## src/rtl/ald_pkg.sv

```systemverilog
// shared types and constants for the ambient light dimmer ramp unit
package ald_pkg;

    localparam int LUX_W      = 16;
    localparam int CFG_DATA_W = 16;
    localparam int CFG_IDX_W  = 3;
    localparam int LEVEL_W    = 8;
    localparam int COUNT_W    = 8;
    localparam int OUT_DUTY_W = 8;

    localparam logic [COUNT_W-1:0] COUNT_MAX = '1;

    localparam logic [LUX_W-1:0]   RST_BRIGHT_THR   = 16'd1000;
    localparam logic [LUX_W-1:0]   RST_MEDIUM_THR   = 16'd500;
    localparam logic [LUX_W-1:0]   RST_LOW_THR      = 16'd100;
    localparam logic [LEVEL_W-1:0] RST_LEVEL_LOW    = 8'd64;
    localparam logic [LEVEL_W-1:0] RST_LEVEL_MEDIUM = 8'd128;
    localparam logic [LEVEL_W-1:0] RST_LEVEL_HIGH   = 8'd255;
    localparam logic [COUNT_W-1:0] RST_READS_NEEDED = 8'd3;
    localparam logic [LEVEL_W-1:0] RST_DIM_STEP     = 8'd5;

    typedef enum logic [CFG_IDX_W-1:0] {
        REG_BRIGHT_THR   = 3'd0,
        REG_MEDIUM_THR   = 3'd1,
        REG_LOW_THR      = 3'd2,
        REG_LEVEL_LOW    = 3'd3,
        REG_LEVEL_MEDIUM = 3'd4,
        REG_LEVEL_HIGH   = 3'd5,
        REG_READS_NEEDED = 3'd6,
        REG_DIM_STEP     = 3'd7
    } cfg_reg_t;

    typedef enum logic [1:0] {
        CLASS_BRIGHT   = 2'd0,
        CLASS_HIGH_AMB = 2'd1,
        CLASS_MEDIUM   = 2'd2,
        CLASS_DARK     = 2'd3
    } ambient_class_t;

    typedef struct packed {
        logic [LUX_W-1:0]   bright_thr;
        logic [LUX_W-1:0]   medium_thr;
        logic [LUX_W-1:0]   low_thr;
        logic [LEVEL_W-1:0] level_low;
        logic [LEVEL_W-1:0] level_medium;
        logic [LEVEL_W-1:0] level_high;
        logic [COUNT_W-1:0] reads_needed;
        logic [LEVEL_W-1:0] dim_step;
    } cfg_t;

    typedef struct packed {
        logic committed;
        logic written;
    } ramp_flags_t;

endpackage

```

## src/rtl/ald_cfg.sv

```systemverilog
// configuration register file
module ald_cfg
    import ald_pkg::*;
(
    input  logic                  clk,
    input  logic                  rst_n,
    input  logic                  cfg_write,
    input  logic [CFG_IDX_W-1:0]  cfg_index,
    input  logic [CFG_DATA_W-1:0] cfg_data,
    output cfg_t                  cfg
);

    cfg_t cfg_reg;

    always_ff @(posedge clk or negedge rst_n)
    begin
        if (!rst_n)
        begin
            cfg_reg.bright_thr   <= RST_BRIGHT_THR;
            cfg_reg.medium_thr   <= RST_MEDIUM_THR;
            cfg_reg.low_thr      <= RST_LOW_THR;
            cfg_reg.level_low    <= RST_LEVEL_LOW;
            cfg_reg.level_medium <= RST_LEVEL_MEDIUM;
            cfg_reg.level_high   <= RST_LEVEL_HIGH;
            cfg_reg.reads_needed <= RST_READS_NEEDED;
            cfg_reg.dim_step     <= RST_DIM_STEP;
        end
        else if (cfg_write)
        begin
            unique case (cfg_reg_t'(cfg_index))
                REG_BRIGHT_THR:   cfg_reg.bright_thr   <= cfg_data;
                REG_MEDIUM_THR:   cfg_reg.medium_thr   <= cfg_data;
                REG_LOW_THR:      cfg_reg.low_thr      <= cfg_data;
                REG_LEVEL_LOW:    cfg_reg.level_low    <= cfg_data[LEVEL_W-1:0];
                REG_LEVEL_MEDIUM: cfg_reg.level_medium <= cfg_data[LEVEL_W-1:0];
                REG_LEVEL_HIGH:   cfg_reg.level_high   <= cfg_data[LEVEL_W-1:0];
                REG_READS_NEEDED: cfg_reg.reads_needed <= cfg_data[COUNT_W-1:0];
                REG_DIM_STEP:     cfg_reg.dim_step     <= cfg_data[LEVEL_W-1:0];
            endcase
        end
    end

    assign cfg = cfg_reg;

endmodule

```

## src/rtl/ald_classify.sv

```systemverilog
// threshold classifier and required duty lookup
module ald_classify
    import ald_pkg::*;
#(
    parameter int DUTY_BITS = 8,
    parameter int OFF_LEVEL = 0
)
(
    input  logic [LUX_W-1:0]     lux,
    input  cfg_t                 cfg,
    output ambient_class_t       ambient_class,
    output logic [DUTY_BITS-1:0] required
);

    // first threshold test that holds wins
    always_comb
    begin
        if (lux >= cfg.bright_thr)
        begin
            ambient_class = CLASS_BRIGHT;
            required      = DUTY_BITS'(OFF_LEVEL);
        end
        else if (lux > cfg.medium_thr)
        begin
            ambient_class = CLASS_HIGH_AMB;
            required      = DUTY_BITS'(cfg.level_low);
        end
        else if (lux > cfg.low_thr)
        begin
            ambient_class = CLASS_MEDIUM;
            required      = DUTY_BITS'(cfg.level_medium);
        end
        else
        begin
            ambient_class = CLASS_DARK;
            required      = DUTY_BITS'(cfg.level_high);
        end
    end

endmodule

```

## src/rtl/ald_ramp.sv

```systemverilog
// debounce counter, target commit and clamped duty ramp
module ald_ramp
    import ald_pkg::*;
#(
    parameter int DUTY_BITS = 8
)
(
    input  logic                 clk,
    input  logic                 rst_n,
    input  logic                 advance,
    input  cfg_t                 cfg,
    input  logic [DUTY_BITS-1:0] required,
    output logic [DUTY_BITS-1:0] duty_next,
    output ramp_flags_t          flags
);

    localparam int SW = ((DUTY_BITS > LEVEL_W) ? DUTY_BITS : LEVEL_W) + 1;

    logic [DUTY_BITS-1:0] last_required_reg;
    logic                 last_valid_reg;
    logic [COUNT_W-1:0]   count_reg;
    logic [DUTY_BITS-1:0] target_reg;
    logic [DUTY_BITS-1:0] cur_reg;

    logic                 match;
    logic [COUNT_W-1:0]   count_inc;
    logic [COUNT_W-1:0]   count_next;
    logic                 commit;
    logic [DUTY_BITS-1:0] target_next;
    logic [SW-1:0]        cur_ext;
    logic [SW-1:0]        tgt_ext;
    logic [SW-1:0]        step_ext;
    logic [SW-1:0]        sum;
    logic [SW-1:0]        diff;
    logic                 written;

    assign match     = last_valid_reg && (required == last_required_reg);
    assign count_inc = (count_reg == COUNT_MAX) ? count_reg : count_reg + 1'b1;
    assign count_next = match ? count_inc : COUNT_W'(1);
    assign commit    = match && (count_inc >= cfg.reads_needed);
    assign target_next = commit ? required : target_reg;

    assign cur_ext  = SW'(cur_reg);
    assign tgt_ext  = SW'(target_next);
    assign step_ext = SW'(cfg.dim_step);
    assign sum      = cur_ext + step_ext;
    assign diff     = cur_ext - tgt_ext;

    always_comb
    begin
        written   = 1'b0;
        duty_next = cur_reg;
        if (cur_ext < tgt_ext)
        begin
            written   = 1'b1;
            duty_next = (sum > tgt_ext) ? target_next : DUTY_BITS'(sum);
        end
        else if (cur_ext > tgt_ext)
        begin
            written   = 1'b1;
            duty_next = (diff < step_ext) ? target_next : DUTY_BITS'(cur_ext - step_ext);
        end
    end

    assign flags.committed = commit;
    assign flags.written   = written;

    always_ff @(posedge clk or negedge rst_n)
    begin
        if (!rst_n)
        begin
            last_valid_reg <= 1'b0;
            count_reg      <= '0;
            target_reg     <= '0;
            cur_reg        <= '0;
        end
        else if (advance)
        begin
            last_valid_reg <= 1'b1;
            count_reg      <= count_next;
            target_reg     <= target_next;
            cur_reg        <= duty_next;
        end
    end

    // holds no meaning until the first reading
    always_ff @(posedge clk)
    begin
        if (advance)
        begin
            last_required_reg <= required;
        end
    end

`ifndef SYNTHESIS
    a_commit_needs_history: assert property (@(posedge clk) disable iff (!rst_n)
        advance && commit |-> last_valid_reg)
        else $error("commit without a previous reading");

    a_commit_sets_target: assert property (@(posedge clk) disable iff (!rst_n)
        advance && commit |=> target_reg == last_required_reg)
        else $error("committed target differs from stored required duty");

    a_no_overshoot_up: assert property (@(posedge clk) disable iff (!rst_n)
        advance && (cur_ext < tgt_ext) |=> cur_reg <= target_reg)
        else $error("duty ramped past target going up");

    a_no_overshoot_down: assert property (@(posedge clk) disable iff (!rst_n)
        advance && (cur_ext > tgt_ext) |=> cur_reg >= target_reg)
        else $error("duty ramped past target going down");

    a_hold_when_idle: assert property (@(posedge clk) disable iff (!rst_n)
        !advance |=> cur_reg == $past(cur_reg) && count_reg == $past(count_reg))
        else $error("ramp state moved without a transfer");
`endif

endmodule

```

## src/rtl/ambient_light_dimmer_ramp_unit.sv

```systemverilog
// top level of the ambient light dimmer ramp unit
//
//  channel   signals                                       direction
//  -------   -------------------------------------------   ---------
//  input     in_valid, in_ready, lux                       in
//  output    out_valid, out_ready, duty, ambient_class,    out
//            committed, duty_written
//  config    cfg_write, cfg_index, cfg_data                in
//
//  one reading per cycle sustained while out_ready holds high; each reading passes
//  through the input register, then classify/debounce/ramp into the result register
//  reset loads the default thresholds and levels and clears count, target and duty
//  with out_ready low the result holds, one more reading is buffered in the input
//  register, then in_ready drops
module ambient_light_dimmer_ramp_unit
    import ald_pkg::*;
#(
    parameter int DUTY_BITS = 8,
    parameter int OFF_LEVEL = 0
)
(
    input  logic                  clk,
    input  logic                  rst_n,
    input  logic                  in_valid,
    output logic                  in_ready,
    input  logic [LUX_W-1:0]      lux,
    output logic                  out_valid,
    input  logic                  out_ready,
    output logic [OUT_DUTY_W-1:0] duty,
    output logic [1:0]            ambient_class,
    output logic                  committed,
    output logic                  duty_written,
    input  logic                  cfg_write,
    input  logic [CFG_IDX_W-1:0]  cfg_index,
    input  logic [CFG_DATA_W-1:0] cfg_data
);

    cfg_t                  cfg;
    logic                  in_valid_reg;
    logic [LUX_W-1:0]      lux_reg;
    logic                  out_valid_reg;
    logic [OUT_DUTY_W-1:0] duty_reg;
    ambient_class_t        class_reg;
    logic                  committed_reg;
    logic                  written_reg;
    logic                  advance;
    ambient_class_t        cls;
    logic [DUTY_BITS-1:0]  required;
    logic [DUTY_BITS-1:0]  duty_next;
    ramp_flags_t           flags;

    ald_cfg u_cfg (
        .clk       (clk),
        .rst_n     (rst_n),
        .cfg_write (cfg_write),
        .cfg_index (cfg_index),
        .cfg_data  (cfg_data),
        .cfg       (cfg)
    );

    ald_classify #(
        .DUTY_BITS (DUTY_BITS),
        .OFF_LEVEL (OFF_LEVEL)
    ) u_classify (
        .lux           (lux_reg),
        .cfg           (cfg),
        .ambient_class (cls),
        .required      (required)
    );

    ald_ramp #(
        .DUTY_BITS (DUTY_BITS)
    ) u_ramp (
        .clk       (clk),
        .rst_n     (rst_n),
        .advance   (advance),
        .cfg       (cfg),
        .required  (required),
        .duty_next (duty_next),
        .flags     (flags)
    );

    // buffered reading moves on when the result register is free or draining
    assign advance  = in_valid_reg && (!out_valid_reg || out_ready);
    assign in_ready = !in_valid_reg || advance;

    always_ff @(posedge clk or negedge rst_n)
    begin
        if (!rst_n)
        begin
            in_valid_reg  <= 1'b0;
            out_valid_reg <= 1'b0;
        end
        else
        begin
            if (in_ready)
            begin
                in_valid_reg <= in_valid;
            end
            if (advance)
            begin
                out_valid_reg <= 1'b1;
            end
            else if (out_ready)
            begin
                out_valid_reg <= 1'b0;
            end
        end
    end

    always_ff @(posedge clk)
    begin
        if (in_valid && in_ready)
        begin
            lux_reg <= lux;
        end
        if (advance)
        begin
            duty_reg      <= OUT_DUTY_W'(duty_next);
            class_reg     <= cls;
            committed_reg <= flags.committed;
            written_reg   <= flags.written;
        end
    end

    assign out_valid     = out_valid_reg;
    assign duty          = duty_reg;
    assign ambient_class = class_reg;
    assign committed     = committed_reg;
    assign duty_written  = written_reg;

endmodule

```

## config.mk

```make
export PLATFORM = sky130hd
export DESIGN_NAME = ambient_light_dimmer_ramp_unit
export DESIGN_NICKNAME = d
export VERILOG_FILES = /design/src/rtl/ald_pkg.sv /design/src/rtl/ald_cfg.sv /design/src/rtl/ald_classify.sv /design/src/rtl/ald_ramp.sv /design/src/rtl/ambient_light_dimmer_ramp_unit.sv
export SDC_FILE = /design/constraint.sdc
export NUM_CORES = 1
export LEC_CHECK = 0
export BUFFER_PORTS_ARGS = -buffer_cell sky130_fd_sc_hd__buf_2
export CAP_MARGIN = 20
export CORE_MARGIN = 10
export CORE_UTILIZATION = 47
export DETAILED_ROUTE_END_ITERATION = 8
export PLACE_DENSITY = 0.69
export SLEW_MARGIN = 20
export SYNTH_ARGS = -nofsm -noshare
export SYNTH_HDL_FRONTEND = slang
export SYNTH_SLANG_ARGS = --single-unit
```

## constraint.sdc

```tcl
create_clock -name clk -period 10.1 [get_ports clk]
set_input_delay 0.505 -clock clk [delete_from_list [all_inputs] [get_ports clk]]
set_output_delay 0.505 -clock clk [all_outputs]
set_load 0.05 [all_outputs]
```

Word level (Yosys, flattened, before mapping)
Cells that the tools add are included.
{"block": "word_totals", "latchBits": 0, "mem_count": 0, "rom_bits": 0, "reg_bits": 151, "input_bits": 40, "elab_cells": 76, "ram_bits": 0}
{"block": "op_classes", "mul": 0, "bitwise": 0, "order_cmp": 8, "n_eq_ne": 9, "shift": 0, "n_div": 0, "n_mux": 15, "n_reduce_logical": 19, "add_sub_neg": 4}
{"op": "two-way mux 8 bit", "n": 10}
{"op": "greater-than comparator 16 bit", "n": 2}
{"op": ">= comparator 16 bit", "n": 1}
{"op": "AND reduction 2 bit", "n": 8}
{"op": "equality test 3 bit (second input constant)", "n": 4}
{"op": "adder 8 x 8 -> 9 bit", "n": 1}
{"op": "greater-than comparator 9 x 8 -> 1 bit", "n": 1}
{"op": "less-than comparator 9 x 8 -> 1 bit", "n": 1}
{"op": "subtractor 8 x 8 -> 9 bit", "n": 1}
{"op": "adder 8 x 1 -> 8 bit (second input constant)", "n": 1}
{"op": "equality test 8 bit", "n": 1}
{"op": "equality test 8 bit (second input constant)", "n": 1}
{"op": ">= comparator 8 bit", "n": 1}
{"op": "greater-than comparator 8 bit", "n": 1}
{"op": "less-than comparator 8 bit", "n": 1}
{"op": "subtractor 8 bit", "n": 1}
{"op": "equality test 3 x 2 -> 1 bit (second input constant)", "n": 2}
{"op": "two-way mux 1 bit", "n": 5}
{"op": "logical AND 1 bit", "n": 4}
{"op": "equality test 3 x 1 -> 1 bit (second input constant)", "n": 1}
{"op": "logical NOT 3 bit", "n": 1}
{"op": "logical NOT 1 bit", "n": 2}
{"op": "logical OR 1 bit", "n": 2}
{"op": "nonzero test 2 bit", "n": 1}
{"op": "OR reduction 2 bit", "n": 1}

Logic depth before layout (Yosys ltp)
{"block": "depth", "word_depth": 13, "mapped_depth": 33, "ltp_nobuf": 31}

Hierarchy
Synthesis repeated with hierarchy kept, for this count alone.
{"block": "hier_totals", "hier_cells": 797, "area_unflattened_um2": 9039.9}
{"mod": "ald_cfg", "area_per_inst_um2": 3429.5, "cells_per_inst": 194, "instances": 1}
{"mod": "ald_ramp", "area_per_inst_um2": 3239.4, "cells_per_inst": 375, "instances": 1}
{"mod": "ald_classify", "area_per_inst_um2": 1426.4, "cells_per_inst": 192, "instances": 1}
{"mod": "ambient_light_dimmer_ramp_unit", "area_per_inst_um2": 944.7, "cells_per_inst": 36, "instances": 1}

Least setup slack after synthesis
OpenSTA, ideal clock, no wires.
{"block": "synth_path", "path_type": "reg-to-reg", "from": "register lux_reg[13]", "to": "register duty_reg[7] (netlist: duty[7]), data pin", "arrival_ns": 6.497, "required_ns": 9.833, "stages_incl_launch_ff": 29, "n_path_buf": 2, "setup_slack_ns": 3.336, "synth_period_minus_slack_ns": 6.764, "path_cell_list": "edfxtp_1 -> ha_1 -> nand4_2 -> nor2_1 -> or3_1 -> o31a_1 -> buf_6 -> buf_12 -> mux2i_1 -> mux2i_1 -> a21oi_2 -> or4_4 -> o21ai_0 -> a21boi_0 -> ha_1 -> nand3b_1 -> a21boi_0 -> o21ai_0 -> a21boi_0 -> o21a_1 -> nor2_1 -> xnor2_1 -> ha_1 -> a221o_1 -> a31oi_1 -> nor3_1 -> a221o_1 -> a21oi_1 -> a21oi_1"}
{"block": "synth_between", "elab_chain_len": 13, "elab_cells_between_ends": 19, "classes_between": "add/sub: 1; order compare: 7; eq/ne: 1; mux: 8; reduce/logical: 2"}
{"element": "start: declaration", "line": "ambient_light_dimmer_ramp_unit.sv:40", "text": "logic [LUX_W-1:0] lux_reg;"}
{"element": "start signal: assignment", "line": "ambient_light_dimmer_ramp_unit.sv:115", "text": "lux_reg <= lux;"}
{"element": "greater-than comparator 16 bit", "line": "ald_classify.sv:28", "text": "else if (lux > cfg.low_thr)"}
{"element": "two-way mux 8 bit", "line": "ald_classify.sv:28"}
{"element": "two-way mux 8 bit", "line": "ald_classify.sv:23", "text": "else if (lux > cfg.medium_thr)"}
{"element": "two-way mux 8 bit (*)", "line": "ald_classify.sv:18", "text": "if (lux >= cfg.bright_thr)"}
{"element": "equality test 8 bit", "line": "ald_ramp.sv:37", "text": "assign match = last_valid_reg && (required == last_required_reg);"}
{"element": "logical AND 1 bit", "line": "ald_ramp.sv:37"}
{"element": "logical AND 1 bit", "line": "ald_ramp.sv:40", "text": "assign commit = match && (count_inc >= cfg.reads_needed);"}
{"element": "two-way mux 8 bit (*)", "line": "ald_ramp.sv:41", "text": "assign target_next = commit ? required : target_reg;"}
{"element": "subtractor 8 x 8 -> 9 bit", "line": "ald_ramp.sv:47", "text": "assign diff = cur_ext - tgt_ext;"}
{"element": "less-than comparator 9 x 8 -> 1 bit", "line": "ald_ramp.sv:61", "text": "duty_next = (diff < step_ext) ? target_next : DUTY_BITS'(cur_ext - step_ext);"}
{"element": "two-way mux 8 bit", "line": "ald_ramp.sv:61"}
{"element": "two-way mux 8 bit", "line": "ald_ramp.sv:58", "text": "else if (cur_ext > tgt_ext)"}
{"element": "two-way mux 8 bit (*)", "line": "ald_ramp.sv:53", "text": "if (cur_ext < tgt_ext)"}
{"element": "net duty_next[7]", "line": "ambient_light_dimmer_ramp_unit.sv:49", "text": "logic [DUTY_BITS-1:0] duty_next;"}
{"element": "end signal: assignment", "line": "ambient_light_dimmer_ramp_unit.sv:119", "text": "duty_reg <= OUT_DUTY_W'(duty_next);"}
{"element": "end: declaration", "line": "ambient_light_dimmer_ramp_unit.sv:42", "text": "logic [OUT_DUTY_W-1:0] duty_reg;"}
The timed path passes the listed nets; every way through them passes the cells marked *.
A chain may end at the register's enable or synchronous reset.

Worst setup path in the final report
Ends and elaborated chain as after synthesis.

==> results_dict.tcl <==
set metrics [dict create \
    outcome "finished clean" \
    numPlacedInstances 1250 \
    post-place-ws_ns 1.90 \
    maxCapViolations 0 \
    rows 51 \
    pwr-share-clk_pct 21.4 \
    start_util_pct 48.1 \
    hold_violations 0 \
    seqPwrFrac_pct 29.9 \
    nFillCells 1737 \
    critPathTopFamily "compound AO/OA/AOI/OAI gates" \
    grt_max_degree 77 \
    avgSynthCellArea_sq_um 9.90 \
    area_growth_pct 11.9 \
    core_sq_mm 0.0196 \
    cts_hold_buffers 0 \
    synth_area_sq_mm 0.00943 \
    critPathRequiredTime_ns 10.26 \
    synth_nets 1091 \
    rsz0062_at_grt "no" \
    switchingPower_uw 1220 \
    end_kind "flop" \
    final_cell_mix "nand2_1 (106), ha_1 (96), o21ai_0 (90)" \
    max-slew-margin-rel_pct 35.2 \
    fin_crit_sh_pct 82.2 \
    die_y_microns 162 \
    finClkSkew_ns 0.00659 \
    cts_resized 0 \
    timing.critical_path.slowest_cell_delay_ns 0.69 \
    ys_types 64 \
    largest_reg_flops 88 \
    antenna_found_initial 0 \
    final_cells 1282 \
    leakage_uw 0.00465 \
    io_pins 54 \
    post_route_cells_drive_above_1_share_pct 18.4 \
    drt_iter0_drc 625 \
    clk_latency_ns 0.42 \
    sw_frac_of_total_pct 40.9 \
    async_flop_share_pct 76.2 \
    intPower_uw 1760 \
    num_antenna_cells 0 \
    clk_pin_slew_ns 0.06 \
    cts_buffer_depth 2 \
    slew_viol_final 0 \
    io_buffers 53 \
    first_pass_iters 4 \
    numCtsBuffers 17 \
    power_frac_comb_pct 48.7 \
    layout_setup_ws_ns 1.80 \
    synth_edf_count 36 \
    tightest_slew_ns 0.972 \
    num_vias 7241 \
    cts.sinks 151 \
    dieWidth_microns 162 \
    vias_per_cell 5.65 \
    crit_fanout 15 \
    ys_seq_area_share_pct 42.4 \
    final_nets 1143 \
    grt_pass1_vias 7426 \
    remaining_drc_errors 0 \
    period_minus_slack_ns 8.30 \
    powerDensity_mw_per_mm2 283 \
    slowest_stage "o31a_1" \
    cts_tree "done" \
    ys_warn_count 0 \
    synthFlopType "dfrtp_1" \
    min_path_type "in2async" \
    layout_commonest_cell "nand2_1" \
    cp-start-kind "flop" \
    track_usage_pct 18.1 \
    ir_drop_uv 145 \
    crit_arrival_ns 8.46 \
    globalplace.congestion 0.919 \
    htreeDepth 4 \
    post-cts-setup-buffer-count 0 \
    root_buffer "clkbuf_16" \
    design.die.area_sq_mm 0.0261 \
    tns_ns 0 \
    grt_pass1_wl_mm 38.2 \
    syn_inst 952 \
    crit_buf_inv 0 \
    ys_seq_elements 151 \
    grt_remaining_overflow 0 \
    ant_nets 0 \
    setup_viol 0 \
    avgRoutedWirePerCell_microns 17.9 \
    fmax_mhz 121 \
    wl_mm 22.9 \
    worstSetupPathType "reg2reg" \
    hpwl_mm 17.2 \
]
[power groups by stage]
stage / clock network (uW) / logic, uW / registers (uW)
CTS: 649 / 1440 / 890
floorplan: 0 / 1040 / 933
global placement: 0 / 1400 / 896
detailed placement: 0 / 1430 / 900
finish: 639 / 1450 / 890
global route: 675 / 1630 / 906
[stage by stage]
step                      utilization, %  area (sq um)  power, uW  hold WS, ns
after floorplan                        -          9430       1970        0.209
after global placement              50.9          9960       2300        0.489
after detailed placement            50.9          9960       2330        0.488
after CTS                           53.9         10600       2980       0.0774
after global routing                53.9         10600       3210       0.0847
final                               53.9         10600       2980       0.0507
[path summary, 6_finish.rpt]
| path | startpoint | to | slack [ns] | cells after the start |
|---|---|---|---|---|
| setup reg to reg | lux_reg[13] | duty[7] | 1.80 | 26 |
| hold / removal | rst_n | u_cfg.cfg[85] | 0.05 | 1 |
| setup / recovery | lux_reg[13] | duty[7] | 1.80 | 26 |
| hold reg to reg | in_valid_reg | out_valid | 0.50 | 1 |
| min in group clk | lux[1] | lux_reg[1] | 0.25 | 1 |
| max in group asynchronous | rst_n | u_ramp.target_reg[3] | 8.69 | 2 |
[Yosys cell counts (3+ instances only)]
cell / number / area, sq um
xor2_1: 10 / 87.6
inv_1: 87 / 327
o21ai_0: 90 / 450
nand3_1: 10 / 50.1
or3_1: 7 / 43.8
o22ai_1: 9 / 56.3
clkbuf_1: 22 / 82.6
nor3_1: 16 / 80.1
mux2_2: 47 / 529
and2_1: 15 / 93.8
nand2b_1: 12 / 75.1
a22o_1: 3 / 26.3
nor4b_1: 8 / 70.1
a21oi_1: 65 / 325
dfstp_2: 29 / 762
edfxtp_1: 36 / 1080
nor2_1: 34 / 128
a21o_1: 12 / 90.1
a31oi_1: 13 / 81.3
a221o_1: 6 / 60.1
a22oi_1: 6 / 45.0
fa_1: 3 / 60.1
a21boi_0: 8 / 60.1
nand4b_1: 4 / 35.0
xnor2_1: 11 / 96.3
ha_1: 96 / 1200
or2_2: 3 / 18.8
o31ai_1: 4 / 30.0
dfrtp_1: 86 / 2150
nand2_1: 106 / 398
mux2i_1: 13 / 130
mux2_4: 8 / 120
o21a_1: 8 / 60.1
nor2b_1: 9 / 56.3
nand4_1: 11 / 68.8
a211oi_1: 6 / 45.0
[routing by layer]
metal / track usage, % / vias up / part of all wire, %
met4: 5.46 / 0 / 1.6
met1: 24.0 / 3507 / 46
li1: - / 3507 / -
met2: 29.0 / 196 / 46
met5: 0 / - / 0
met3: 3.81 / 31 / 5.6
[layout make-up]
cell class	instances	area (sq um)	share of cell area [%]
flip-flops and latches	151	4000	37.9
well taps	265	332	3.14
inverters	87	327	3.09
multi-input cells	686	4980	47.2
clock inverters	12	151	1.43
clock buffers	20	437	4.14
repair buffers	61	328	3.11
[cells by family (layout without fill, tap and decap cells)]
family | after synthesis | after routing | synth area share (%)
xor+xnor | 21 | 21 | 1.95
fa+ha+maj | 99 | 99 | 13.4
flops | 151 | 151 | 42.4
buf+inv | 115 | 180 | 4.92
mux | 68 | 68 | 8.27
compound gates | 254 | 254 | 16.4
simple gates | 244 | 244 | 12.7
No activity file was read; power rests on OpenSTA's default activity.
